[config.mk]
export PLATFORM = sky130hd
export DESIGN_NAME = audio_module_command_framer
export DESIGN_NICKNAME = d
export VERILOG_FILES = /design/src/rtl/acf_pkg.sv /design/src/rtl/acf_front.sv /design/src/rtl/acf_queue.sv /design/src/rtl/acf_back.sv /design/src/rtl/audio_module_command_framer.sv
export VERILOG_INCLUDE_DIRS = /design/src /design/src/rtl
export SDC_FILE = /design/constraint.sdc
export NUM_CORES = 1
export LEC_CHECK = 0
export ABC_CLOCK_PERIOD_IN_PS = 4100
export BUFFER_PORTS_ARGS = -buffer_cell sky130_fd_sc_hd__buf_2
export CAP_MARGIN = 20
export CORE_ASPECT_RATIO = 1.4
export CORE_MARGIN = 8
export CORE_UTILIZATION = 25
export CTS_CLUSTER_DIAMETER = 100
export DETAILED_ROUTE_END_ITERATION = 10
export PLACE_DENSITY = 0.52
export SLEW_MARGIN = 40
export SYNTH_ARGS = -nofsm -noshare
export SYNTH_HDL_FRONTEND = slang
export SYNTH_SLANG_ARGS = --single-unit
[constraint.sdc]
create_clock -name clk -period 4.1 [get_ports clk]
set_input_delay 0.82 -clock clk [delete_from_list [all_inputs] [get_ports clk]]
set_output_delay 0.82 -clock clk [all_outputs]
set_load 0.02 [all_outputs]
[src/rtl/audio_module_command_framer_macros.svh]
// assertion macros for the command framer rtl
// included by the modules that carry concurrent checks; no other dependencies
`ifndef AUDIO_MODULE_COMMAND_FRAMER_MACROS_SVH
`define AUDIO_MODULE_COMMAND_FRAMER_MACROS_SVH

`ifndef SYNTHESIS

// same-cycle implication, disabled in reset
`define ACF_ASSERT_NOW(label, clk, rst, ante, cons) \
  label: assert property (@(posedge clk) disable iff (rst) (ante) |-> (cons)) \
    else $error("acf check failed");

// next-cycle implication, disabled in reset
`define ACF_ASSERT_NEXT(label, clk, rst, ante, cons) \
  label: assert property (@(posedge clk) disable iff (rst) (ante) |=> (cons)) \
    else $error("acf check failed");

`else

`define ACF_ASSERT_NOW(label, clk, rst, ante, cons)
`define ACF_ASSERT_NEXT(label, clk, rst, ante, cons)

`endif

`endif

[src/rtl/acf_pkg.sv]
// shared types and constants for the command framer
// no dependencies
`default_nettype none

package acf_pkg;

  localparam int FRAME_MAX = 6;

  localparam logic [7:0] HDR_SUM    = 8'hAA;
  localparam logic [7:0] HDR_DELIM  = 8'h7E;
  localparam logic [7:0] TAIL_DELIM = 8'hEF;
  localparam logic [1:0] MAX_LEN    = 2'd2;
  localparam logic [2:0] MIN_LAST   = 3'd3;

  // frame format selected by the config register
  typedef enum logic {
    FMT_SUM   = 1'b0,
    FMT_DELIM = 1'b1
  } format_t;

  // fully built frame: bytes in transmit order and index of the final byte
  typedef struct packed {
    logic [FRAME_MAX-1:0][7:0] bytes;
    logic [2:0]                last_idx;
  } frame_t;

endpackage

`default_nettype wire

[src/rtl/acf_front.sv]
// front end: config register, request accept and frame assembly
// depends on acf_pkg
`default_nettype none

module acf_front
  import acf_pkg::*;
(
  input  logic       clk,
  input  logic       rst,
  input  logic       cfg_valid,
  output logic       cfg_ready,
  input  logic       cfg_data,
  input  logic       in_valid,
  output logic       in_ready,
  input  logic [7:0] command_code,
  input  logic [1:0] data_length,
  input  logic [7:0] data_first,
  input  logic [7:0] data_second,
  output logic       fr_valid,
  output frame_t     fr_frame,
  input  logic       fr_ready
);

  format_t    protocol_select;
  logic [1:0] len_sat;
  logic [7:0] checksum;
  logic [7:0] tail;
  frame_t     frame_next;

  // config register, always writable
  assign cfg_ready = 1'b1;

  always_ff @(posedge clk) begin
    if (rst) begin
      protocol_select <= FMT_SUM;
    end else if (cfg_valid) begin
      protocol_select <= format_t'(cfg_data);
    end
  end

  // clamp length and form the additive checksum
  always_comb begin
    len_sat  = (data_length > MAX_LEN) ? MAX_LEN : data_length;
    checksum = HDR_SUM + command_code + {6'd0, len_sat}
             + ((len_sat != 2'd0) ? data_first : 8'd0)
             + ((len_sat == MAX_LEN) ? data_second : 8'd0);
  end

  // place bytes by position; the trailer fills the slots left by short data
  always_comb begin
    unique case (protocol_select)
      FMT_SUM: begin
        tail                = checksum;
        frame_next.bytes[0] = HDR_SUM;
        frame_next.bytes[1] = command_code;
        frame_next.bytes[2] = {6'd0, len_sat};
      end
      FMT_DELIM: begin
        tail                = TAIL_DELIM;
        frame_next.bytes[0] = HDR_DELIM;
        frame_next.bytes[1] = {6'd0, len_sat} + 8'd2;
        frame_next.bytes[2] = command_code;
      end
      default: begin
        tail                = checksum;
        frame_next.bytes[0] = HDR_SUM;
        frame_next.bytes[1] = command_code;
        frame_next.bytes[2] = {6'd0, len_sat};
      end
    endcase
    frame_next.bytes[3] = (len_sat != 2'd0) ? data_first : tail;
    frame_next.bytes[4] = (len_sat == MAX_LEN) ? data_second : tail;
    frame_next.bytes[5] = tail;
    frame_next.last_idx = MIN_LAST + {1'b0, len_sat};
  end

  // one-deep hold stage; refills in the cycle it drains
  assign in_ready = !fr_valid || fr_ready;

  always_ff @(posedge clk) begin
    if (rst) begin
      fr_valid <= 1'b0;
    end else if (in_ready) begin
      fr_valid <= in_valid;
    end
  end

  always_ff @(posedge clk) begin
    if (in_valid && in_ready) begin
      fr_frame <= frame_next;
    end
  end

endmodule

`default_nettype wire

[src/rtl/acf_queue.sv]
// short frame queue between the front end and the serializer
// depends on acf_pkg and the assertion macro header
`default_nettype none
`include "audio_module_command_framer_macros.svh"

module acf_queue
  import acf_pkg::*;
#(
  parameter int DEPTH = 2
) (
  input  logic   clk,
  input  logic   rst,
  input  logic   push,
  output logic   push_ready,
  input  frame_t push_frame,
  output logic   head_valid,
  output frame_t head_frame,
  input  logic   pop
);

  localparam int PTR_W = (DEPTH > 1) ? $clog2(DEPTH) : 1;
  localparam int CNT_W = $clog2(DEPTH + 1);
  localparam logic [PTR_W-1:0] PTR_LAST = PTR_W'(DEPTH - 1);
  localparam logic [CNT_W-1:0] CNT_FULL = CNT_W'(DEPTH);

  frame_t             entries [DEPTH];
  logic [PTR_W-1:0]   wr_ptr;
  logic [PTR_W-1:0]   rd_ptr;
  logic [CNT_W-1:0]   count;
  logic               do_push;
  logic               do_pop;

  assign push_ready = (count != CNT_FULL);
  assign head_valid = (count != '0);
  assign head_frame = entries[rd_ptr];
  assign do_push    = push && push_ready;
  assign do_pop     = pop && head_valid;

  // storage write
  always_ff @(posedge clk) begin
    if (do_push) begin
      entries[wr_ptr] <= push_frame;
    end
  end

  // pointers and fill count
  always_ff @(posedge clk) begin
    if (rst) begin
      wr_ptr <= '0;
      rd_ptr <= '0;
      count  <= '0;
    end else begin
      if (do_push) begin
        wr_ptr <= (wr_ptr == PTR_LAST) ? '0 : wr_ptr + 1'b1;
      end
      if (do_pop) begin
        rd_ptr <= (rd_ptr == PTR_LAST) ? '0 : rd_ptr + 1'b1;
      end
      if (do_push && !do_pop) begin
        count <= count + 1'b1;
      end else if (do_pop && !do_push) begin
        count <= count - 1'b1;
      end
    end
  end

  `ACF_ASSERT_NOW(a_count_bound, clk, rst, 1'b1, count <= CNT_FULL)
  `ACF_ASSERT_NEXT(a_push_counts, clk, rst, do_push && !do_pop, count == $past(count) + 1'b1)
  `ACF_ASSERT_NOW(a_ptr_gap, clk, rst, count == '0, wr_ptr == rd_ptr)

endmodule

`default_nettype wire

[src/rtl/acf_back.sv]
// serializer: walks the head frame one byte per beat into the output register
// depends on acf_pkg and the assertion macro header
`default_nettype none
`include "audio_module_command_framer_macros.svh"

module acf_back
  import acf_pkg::*;
(
  input  logic       clk,
  input  logic       rst,
  input  logic       head_valid,
  input  frame_t     head_frame,
  output logic       pop,
  output logic       out_valid,
  input  logic       out_ready,
  output logic [7:0] frame_byte,
  output logic       frame_last
);

  logic [2:0] idx;
  logic       load;
  logic       last_sel;

  // output slot free or draining this cycle
  assign load     = head_valid && (!out_valid || out_ready);
  assign last_sel = (idx == head_frame.last_idx);
  assign pop      = load && last_sel;

  // byte index within the head frame
  always_ff @(posedge clk) begin
    if (rst) begin
      idx <= '0;
    end else if (load) begin
      idx <= last_sel ? 3'd0 : idx + 3'd1;
    end
  end

  // output register
  always_ff @(posedge clk) begin
    if (rst) begin
      out_valid <= 1'b0;
    end else if (load) begin
      out_valid <= 1'b1;
    end else if (out_ready) begin
      out_valid <= 1'b0;
    end
  end

  always_ff @(posedge clk) begin
    if (load) begin
      frame_byte <= head_frame.bytes[idx];
      frame_last <= last_sel;
    end
  end

  `ACF_ASSERT_NEXT(a_idx_wrap, clk, rst, load && last_sel, idx == 3'd0)
  `ACF_ASSERT_NOW(a_idx_in_frame, clk, rst, head_valid, idx <= head_frame.last_idx)
  `ACF_ASSERT_NOW(a_idx_idle, clk, rst, !head_valid, idx == 3'd0)

endmodule

`default_nettype wire

[src/rtl/audio_module_command_framer.sv]
// top level of the command framer: front end, frame queue, serializer
// depends on acf_pkg, acf_front, acf_queue, acf_back
//
// channel   dir  handshake            payload
// cfg       in   cfg_valid/cfg_ready  cfg_data (frame format)
// in        in   in_valid/in_ready    command_code, data_length, data_first, data_second
// out       out  out_valid/out_ready  frame_byte, frame_last
//
// a request becomes a frame of 4 to 6 bytes, sent one byte per beat; the
// serializer's output register sends one byte per cycle while out_ready is high,
// and new requests are taken while an earlier frame is sent, if the queue has room
// a request passes the front end's hold register, the queue and the output register
// rst is synchronous; it clears the format to the checksummed one and empties
// all stages; output stalls back up through the queue to in_ready
`default_nettype none

module audio_module_command_framer
  import acf_pkg::*;
#(
  parameter int QUEUE_DEPTH = 2
) (
  input  logic       clk,
  input  logic       rst,
  input  logic       cfg_valid,
  output logic       cfg_ready,
  input  logic       cfg_data,
  input  logic       in_valid,
  output logic       in_ready,
  input  logic [7:0] command_code,
  input  logic [1:0] data_length,
  input  logic [7:0] data_first,
  input  logic [7:0] data_second,
  output logic       out_valid,
  input  logic       out_ready,
  output logic [7:0] frame_byte,
  output logic       frame_last
);

  logic   fr_valid;
  logic   fr_ready;
  frame_t fr_frame;
  logic   head_valid;
  frame_t head_frame;
  logic   pop;

  // accept and build frames
  acf_front u_front (
    .clk          (clk),
    .rst          (rst),
    .cfg_valid    (cfg_valid),
    .cfg_ready    (cfg_ready),
    .cfg_data     (cfg_data),
    .in_valid     (in_valid),
    .in_ready     (in_ready),
    .command_code (command_code),
    .data_length  (data_length),
    .data_first   (data_first),
    .data_second  (data_second),
    .fr_valid     (fr_valid),
    .fr_frame     (fr_frame),
    .fr_ready     (fr_ready)
  );

  // decoupling queue
  acf_queue #(
    .DEPTH (QUEUE_DEPTH)
  ) u_queue (
    .clk        (clk),
    .rst        (rst),
    .push       (fr_valid),
    .push_ready (fr_ready),
    .push_frame (fr_frame),
    .head_valid (head_valid),
    .head_frame (head_frame),
    .pop        (pop)
  );

  // byte serializer
  acf_back u_back (
    .clk        (clk),
    .rst        (rst),
    .head_valid (head_valid),
    .head_frame (head_frame),
    .pop        (pop),
    .out_valid  (out_valid),
    .out_ready  (out_ready),
    .frame_byte (frame_byte),
    .frame_last (frame_last)
  );

endmodule

`default_nettype wire

# Yosys cells after proc, flatten, opt, wreduce, memory -nomap -nowiden

Memory sizes are Yosys's and may differ from the RTL's. A register that Yosys moved wholly into a read port is not among the register bits.
Cells that the tools add are included.

Logic and storage cells: 71
Flip-flop bits (word level): 70
Memory bits (writable): 102
Output and inout port bits: 12
Memories kept: 1

Add/sub/neg operators: 11
Equal/unequal tests: 3
Reduce and logical (&&, ||, !) cells: 17
Bitwise logic cells: 1
Magnitude comparators: 2
Muxes and demuxes: 20

Memory list:

| name            | depth | bits a word | read ports | clocked after Yosys merged registers in | wr ports | line            | text |
|---|---|---|---|---|---|---|---|
| u_queue.entries | 2     | 51          | 1          | 1                                       | 1        | acf_queue.sv:26 | `frame_t entries [DEPTH];` |

Operators with widths:

| operator                                                   | count |
|---|---|
| case mux 24 bit (2 select lines)                           | 1 |
| two-way mux 8 bit                                          | 5 |
| binary-select mux 8 bit (select 3 bit)                     | 1 |
| adder 8 bit                                                | 2 |
| case mux 8 bit (2 select lines)                            | 1 |
| adder 8 x 2 -> 8 bit                                       | 1 |
| adder 8 bit, first input constant                          | 1 |
| two-way mux 1 bit                                          | 8 |
| nonzero test 2 bit                                         | 4 |
| logical AND 1 bit                                          | 7 |
| two-way mux 2 bit                                          | 3 |
| logical NOT 1 bit                                          | 4 |
| less-than comparator 3 x 4 -> 1 bit, second input constant | 1 |
| adder 2 x 2 -> 3 bit, first input constant                 | 1 |
| adder 2 x 2 -> 3 bit, second input constant                | 1 |
| adder 3 x 1 -> 3 bit, second input constant                | 1 |
| == test 3 bit                                              | 1 |
| two-way mux 3 bit                                          | 1 |
| adder 1 bit, second input constant                         | 2 |
| adder 2 x 1 -> 2 bit, second input constant                | 1 |
| == test 2 bit, second input constant                       | 1 |
| > comparator 2 bit, second input constant                  | 1 |
| logical OR 1 bit                                           | 2 |
| != test 2 bit, second input constant                       | 1 |
| 2 further kinds                                            | 2 |

# Longest topological paths before layout

Gate-level depths: netlist of the first run.

Depth after elaboration: 8
Mapped depth: 14
Gate-level depth less buffers: 12

# Cells and area by module

Synthesis of the first run repeated with hierarchy kept, for this count alone.

Cell total of the unflattened synthesis: 479
Area, all modules: 7,348.3 sq um

Modules (own cells, without submodules):

| module    | area an instance (sq um) | times used | sequential area each (sq um) | cells each |
|---|---|---|---|---|
| acf_queue | 3,890.0                  | 1          | 3,163.0                      | 183 |
| acf_front | 2,576.2                  | 1          | 1,391.3                      | 223 |
| acf_back  | 882.1                    | 1          | 350.3                        | 73 |

# Least setup slack after synthesis of the first run

OpenSTA, ideal clock, no wires.

Path kind: input port to flip-flop
Start point: input port data_length[1]
End point: register, netlist name u_front.fr_frame[41]
Slack: -12 ps
Stages on the path: 14
Arrival: 3,852 ps
Cells stage by stage: buf_6 > or2_1 > buf_6 > and2_1 > fa_1 > inv_1 > fa_1 > or2_2 > fa_1 > nor2b_1 > o21a_1 > o211a_1 > o211a_1 > nor3_1

RTL lines:

| what        | line                              | text |
|---|---|---|
| from (decl) | audio_module_command_framer.sv:30 | `input logic [1:0] data_length,` |

==> results.md, run 1 <==
- Filler Cells Inserted: 2610
- Most used flip-flop cell after synthesis: sky130_fd_sc_hd__edfxtp_1
- Most frequent cells in the layout: sky130_fd_sc_hd__edfxtp_1, sky130_fd_sc_hd__buf_2, sky130_fd_sc_hd__nand2_1, sky130_fd_sc_hd__inv_1, sky130_fd_sc_hd__nor2_1
- Worst IR drop on VDD: 285 uV
- Routed met1 length: 5760 um
- Proportion of layout cells with a drive suffix above 1: 26.4%
- Top-Level Pins: 44
- Count of yosys warnings during synthesis: 0
- Initial drt markers: 242
- Number of buffers added to fix hold violations after cts: 0
- Latest clock arrival within the worst-skew pair: 0.42 ns
- Total number of vias: 3656
- Max-Slew Margin vs Limit: 56.6%
- Post-synthesis sequential element count: 155
- Fmax: 0.269 GHz
- Detailed route wirelength on metal3: 349 um
- Post-synthesis sequential area ratio: 68.0%
- Cell area after synthesis: 6680 um2
- Proportion of power drawn by combinational gates: 17.1%
- Leakage: 2.92 nW
- Setup crit end kind: flip-flop
- Number of buffers added on ports: 42
- Number of global-route vias before repair: 3969
- Switching power: 0.00118 W
- Setup slack after layout: 0.378 ns
- Routed wire length: 14300 um
- Global-route wire length before repair: 22200 um
- Aggregate global-route resource usage: 9.07%
- Path category of the worst min-delay check: reg2reg
- Pre-antenna DRT Iters: 4
- Clock sinks: 155
- Library cell used as clock root buffer: sky130_fd_sc_hd__clkbuf_16
- Setup-violating endpoint count in the final report: 0
- Antenna fix cells: 0
- Number of distinct library cell variants in the gate-level netlist after synthesis: 47
- Overall die height: 209 um
- Outcome: finished, final reports clean
- Layout area overhead: 19.3%
- Share of the cycle needed by the critical path after routing: 90.8%
- Post-route DRC violation count: 0
- Count of flip-flops with a built-in enable after synthesis: 144
- Die X-Extent: 154 um
- Number of nets with antenna violations after routing: 0
- Internal power consumption: 0.00331 W
- Largest net degree at the start of global routing: 36
- Worst slack after detailed placement: -0.0414 ns
- H-tree level count: 4
- Critical-path cell list: buf_2, or2_1, and2_4, fa_1, inv_2, fa_1, or2_4, fa_2, nor2b_1, o21a_1, o211a_1, o211a_1, nor3_1
- Area share of the largest cell type after synthesis: 64.7%
- Post-CTS setup repair buffer count: 0
- Register share of total power: 45.4%
- Gate Count Post-Synth: 436
- Per-cell via count in the routed design: 4.37
- Setup repair after global routing missed its margin: no
- Worst Hold Slack: 0.443 ns
- Slew at the pin with the worst max-slew slack: 0.650 ns
- Number of nets in the finished design: 550
- Cell taking the most area after synthesis: sky130_fd_sc_hd__edfxtp_1
- GR Overflow Total: 0
- Most frequent standard cell in the layout excluding fill and tap cells: sky130_fd_sc_hd__edfxtp_1
- Mean instance size in the synthesized netlist: 15.3 um2
- Data arrival time of the critical path: 3.89 ns
- Highest net fanout along the worst path: 5
- Row Count: 71
- Delay contributed by the slowest stage of the critical path: 0.60 ns
- Final std cell area, no fill: 7970 um2
- Final number of hold-violating endpoints: 0
- Top routing layer in use: met4
- Core ar.: 26600 um2
- Fraction of the core area covered by cells at the end of the flow: 30.0%
- Max-cap viol count: 0
- Worst path slowest cell: sky130_fd_sc_hd__fa_1
- Critical path class: in2reg
- Number of clock buffers inserted by TritonCTS: 17
- Final period demand of the worst path: 3.72 ns
- Wire length on met2: 7790 um
- Final Wtd Congestion: 0.824
- Initial core utilization: 25.1%
- Count of cells resized by post-cts repair: 0
- Final routed wire length divided by cell count: 17.0 um
- Initial antenna violation count: 0
- Final setup skew: 0.00749 ns
- Syn Nets: 491
- CTS max path bufs: 2
- Pwr per Cell Area: 563 nW/um2
- Final max-slew violation count: 0
- Full die area: 32300 um2
- Main area contributors after synthesis: sky130_fd_sc_hd__edfxtp_1, sky130_fd_sc_hd__mux4_2, sky130_fd_sc_hd__dfxtp_1
- Dpl hpwl: 10000 um
- WP data required: 4.27 ns
- Area after detailed placement: 7340 um2
- Share of async-settable or async-resettable flops after synthesis: 0%
- Setup crit start kind: input port
- Worst-case register-to-register setup slack: 1.71 ns
- Switching share of power: 26.2%
- Power share of the clock group: 37.5%
- Clock tree from TritonCTS: yes
- Clock-pin slew of the registers on the worst-case setup and hold paths: 0.06 ns
-- through the flow --
step	cells	power (W)	TNS, ns
after detailed placement	804	0.00285	-0.108
after global placement	804	0.00283	-0.00267
after floorplan	436	0.00259	0
after global routing	836	0.00466	0
after CTS	836	0.00452	0
final	836	0.00449	0
-- final timing paths --
path / start / endpoint / depth (start not counted)
worst max-delay path: data_length[0] / u_front.fr_frame[33]$_DFFE_PP_ / 13
worst min register to register: u_front.fr_frame[9]$_DFFE_PP_ / u_queue.entries[1][9]$_DFFE_PP_ / 0
worst min-delay path: u_front.fr_frame[9]$_DFFE_PP_ / u_queue.entries[1][9]$_DFFE_PP_ / 0
worst max register to register: flip-flop / u_queue.count[1]$_SDFFE_PP0P_ / 7
-- registers in the layout, indices dropped and copies added, names as in the netlist, named ones only --
| name | flops |
|---|---|
| u_queue.wr_ptr | 1 |
| u_back.frame_byte | 8 |
| u_queue.rd_ptr | 1 |
| u_back.idx | 3 |
| u_front.fr_frame | 45 |
| u_front.fr_valid | 1 |
| u_queue.count | 2 |
| u_front.protocol_select | 1 |
| u_queue.entries | 90 |
| u_back.out_valid | 1 |
| u_back.frame_last | 1 |
-- cells by family after synthesis --
family	synth area share (%)
other cells	0.0561
buf+inv	3.76
fa+ha+maj	5.32
mux	9.08
simple gates	6.82
compound gates	4.70
flops	68.0
xor+xnor	2.23
-- synth_stat cells (all sizes together) (3+ instances only) --
master and n:
o211a 3, dfxtp 11, xnor2 10, nor2 31, o22ai 8, fa 9
nand2 33, buf 11, edfxtp 144, mux2i 10, and2 7, clkbuf 8
mux2 11, o21ai 12, inv 36, ha 14, nor2b 5, xor2 7
a31oi 5, a21oi 13, nor3 9, mux4 17
-- routing by layer --
metal | track usage [%] | vias to the layer above
li1 | - | 1712
met1 | 9.08 | 1848
met2 | 17.3 | 78
met3 | 1.87 | 18
met4 | 4.61 | 0
met5 | 0 | -
-- area by class of cell --
| cell class | count | area (um2) | share of cell area (%) |
|---|---|---|---|
| clock buffer | 17 | 425 | 5.34 |
| clock inverter | 15 | 209 | 2.62 |
| inverter | 36 | 135 | 1.70 |
| multi-input combinational | 226 | 1910 | 23.9 |
| sequential | 155 | 4550 | 57.0 |
| tap | 328 | 410 | 5.15 |
| timing repair buffer | 59 | 338 | 4.24 |
-- power by group through the flow --
| stage | Combinational (W) | Clock, W | Sequential [W] |
|---|---|---|---|
| floorplan | 0.000517 | 0 | 0.00207 |
| detailed placement | 0.000778 | 0 | 0.00207 |
| global placement | 0.000766 | 0 | 0.00206 |
| global route | 0.000845 | 0.00176 | 0.00205 |
| finish | 0.000768 | 0.00168 | 0.00204 |
| CTS | 0.000782 | 0.00170 | 0.00204 |
-- critical path: cells and delay by family --
family                   cells  cell delay, ns
AO/OA/AOI/OAI                3            0.61
adder cells (fa/ha/maj)      3            1.43
buffers and inverters        2            0.17
AND/OR/NAND/NOR              5            0.85
No activity file was read; power rests on OpenSTA's default activity.
==> run 2, diff against run 1 <==
--- a/config.mk
+++ b/config.mk
@@ -8,9 +8,7 @@
 export LEC_CHECK = 0
 export ABC_CLOCK_PERIOD_IN_PS = 4100
 export BUFFER_PORTS_ARGS = -buffer_cell sky130_fd_sc_hd__buf_2
-export CAP_MARGIN = 20
 export CORE_ASPECT_RATIO = 1.4
-export CORE_MARGIN = 8
 export CORE_UTILIZATION = 25
 export CTS_CLUSTER_DIAMETER = 100
 export DETAILED_ROUTE_END_ITERATION = 10
==> results.md, run 2 (synthesis results as in run 1) <==
- Critical-path cell list: buf_2, or2_1, and2_4, fa_1, inv_2, fa_1, or2_4, fa_2, nor2b_1, o21a_1, o211a_1, o211a_1, nor3_1
- Post-CTS setup repair buffer count: 0 (unchanged)
- Initial drt markers: 184 (-24%)
- Number of flip-flops under the largest register name: 90 (unchanged)
- Largest net degree at the start of global routing: 46 (+28%)
- Row Count: 70 (-1.4%)
- Pwr per Cell Area: 543 nW/um2 (-3.5%)
- Setup crit end kind: flip-flop
- Critical path class: in2reg
- Final number of hold-violating endpoints: 0 (unchanged)
- Highest net fanout along the worst path: 5 (unchanged)
- Total number of vias: 3574 (-2.2%)
- Final max-slew violation count: 0 (unchanged)
- Dpl hpwl: 9340 um (-6.7%)
- Final setup skew: 0.00522 ns (-0.00226 ns)
- Share of the cycle needed by the critical path after routing: 91.1% (+0.31 points)
- Overall die height: 195 um (-6.7%)
- Worst IR drop on VDD: 264 uV (-7.5%)
- Cell count after placement: 795 (-1.1%)
- Top-Level Pins: 44 (unchanged)
- Layout area overhead: 17.7%
- Initial core utilization: 25.5% (+0.36 points)
- Total negative slack: 0 ns (unchanged)
- CTS max path bufs: 2 (unchanged)
- Post-route insts no fill: 827 (-1.1%)
- Number of global-route vias before repair: 3994 (+0.63%)
- Final routed wire length divided by cell count: 16.2 um (-5.1%)
- Data arrival time of the critical path: 3.90 ns (about the same)
- Proportion of layout cells with a drive suffix above 1: 25.6% (-0.73 points)
- Initial antenna violation count: 0 (unchanged)
- Worst path slowest cell: sky130_fd_sc_hd__fa_1
- Global-route wire length before repair: 21700 um (-2.5%)
- Most frequent cells in the layout: sky130_fd_sc_hd__edfxtp_1, sky130_fd_sc_hd__buf_2, sky130_fd_sc_hd__nand2_1, sky130_fd_sc_hd__inv_1, sky130_fd_sc_hd__nor2_1
- Leakage: 2.86 nW (-2.1%)
- Count of cells resized by post-cts repair: 0 (unchanged)
- Clock tree from TritonCTS: yes
- Worst-case register-to-register setup slack: 1.64 ns (-0.07 ns)
- Most frequent standard cell in the layout excluding fill and tap cells: sky130_fd_sc_hd__edfxtp_1
- Clock-pin slew of the registers on the worst-case setup and hold paths: 0.06 ns (about the same)
- Path category of the worst min-delay check: reg2reg
- Filler Cells Inserted: 2546 (-2.5%)
- Number of buffers added on ports: 42 (unchanged)
- Outcome: finished, final reports clean
- Antenna fix cells: 0 (unchanged)
- Full die area: 27400 um2 (-15%)
- Worst path buffer plus inverter count: 2 (unchanged)
- Core ar.: 26200 um2 (-1.4%)
- Max-Slew Margin vs Limit: 55.7% (-0.90 points)
- Routed wire length: 13400 um (-6.1%)
- Setup repair after global routing missed its margin: no
- Setup crit start kind: input port
- Clock sinks: 155 (unchanged)
- Number of nets with antenna violations after routing: 0 (unchanged)
- Number of buffers added to fix hold violations after cts: 0 (unchanged)
- Largest register by flop count: u_queue.entries
- Largest registers: u_queue.entries x90, u_front.fr_frame x45, u_back.frame_byte x8
- Final Wtd Congestion: 0.743 (-9.9%)
- Worst Hold Slack: 0.442 ns (-0.00104 ns)
- Delay contributed by the slowest stage of the critical path: 0.57 ns (-0.03 ns)
- Final period demand of the worst path: 3.73 ns (+0.0129 ns)
- Fmax: 0.268 GHz (-0.35%)
- H-tree level count: 4 (unchanged)
- Number of nets in the finished design: 545 (-0.91%)
- Die X-Extent: 140 um (-9.1%)
- Per-cell via count in the routed design: 4.32 (-1.2%)
- Slew at the pin with the worst max-slew slack: 0.660 ns (+0.00933 ns)
- Post-route DRC violation count: 0 (unchanged)
- WP data required: 4.27 ns (about the same)
- GR Overflow Total: 0 (unchanged)
- Delay-heaviest family, CP: adder cells
- Setup-violating endpoint count in the final report: 0 (unchanged)
- Aggregate global-route resource usage: 10.6% (+1.5 points)
- Number of clock buffers inserted by TritonCTS: 17 (unchanged)
- Max-cap viol count: 0 (unchanged)
- Pre-antenna DRT Iters: 4 (unchanged)
- Library cell used as clock root buffer: sky130_fd_sc_hd__clkbuf_16
- Latest clock arrival within the worst-skew pair: 0.42 ns (about the same)
- Fraction of the core area covered by cells at the end of the flow: 30.0% (about the same)
-- run 2: worst paths after layout --
| kind | cells past startpoint | from | end |
|---|---|---|---|
| max | 13 | data_length[0] | u_front.fr_frame[33]$_DFFE_PP_ |
| min | 0 | u_front.fr_frame[30]$_DFFE_PP_ | u_queue.entries[0][30]$_DFFE_PP_ |
| max reg2reg | 7 | flip-flop | u_queue.count[1]$_SDFFE_PP0P_ |
| min reg2reg | 0 | u_front.fr_frame[30]$_DFFE_PP_ | u_queue.entries[0][30]$_DFFE_PP_ |
-- run 2: cell type report --
type / count / area, um2 / share of cell area, %
repair buffers: 54 / 300 / 3.82
multi-input cells: 226 / 1910 / 24.3
clock buffers: 17 / 425 / 5.41
inverters: 36 / 135 / 1.72
well taps: 324 / 405 / 5.16
flip-flops and latches: 155 / 4550 / 57.8
clock inverters: 15 / 141 / 1.80
-- run 2: power breakdown --
group	internal (W)	switching [W]
sequential	0.00196	0.0000711
clock	0.000845	0.000639
combinational	0.000305	0.000451
total	0.00311	0.00116
-- run 2: routing by layer --
metal | part of all wire, % | vias up | track usage (%) | routed length [um]
met3 | 2.5 | 18 | 2.11 | 339
li1 | - | 1705 | - | -
met2 | 54 | 74 | 19.3 | 7180
met4 | 2.6 | 0 | 5.54 | 347
met5 | 0 | - | 0 | 0
met1 | 41 | 1777 | 11.5 | 5520
-- run 2: metrics by stage --
stage | instance area [um2] | setup slack [ns] | power [W]
after floorplan | 6690 | 0.0178 | 0.00259
after global placement | 7290 | 0.00219 | 0.00281
after detailed placement | 7290 | -0.0872 | 0.00284
after CTS | 7860 | 0.351 | 0.00432
after global routing | 7860 | 0.169 | 0.00447
final | 7860 | 0.365 | 0.00427
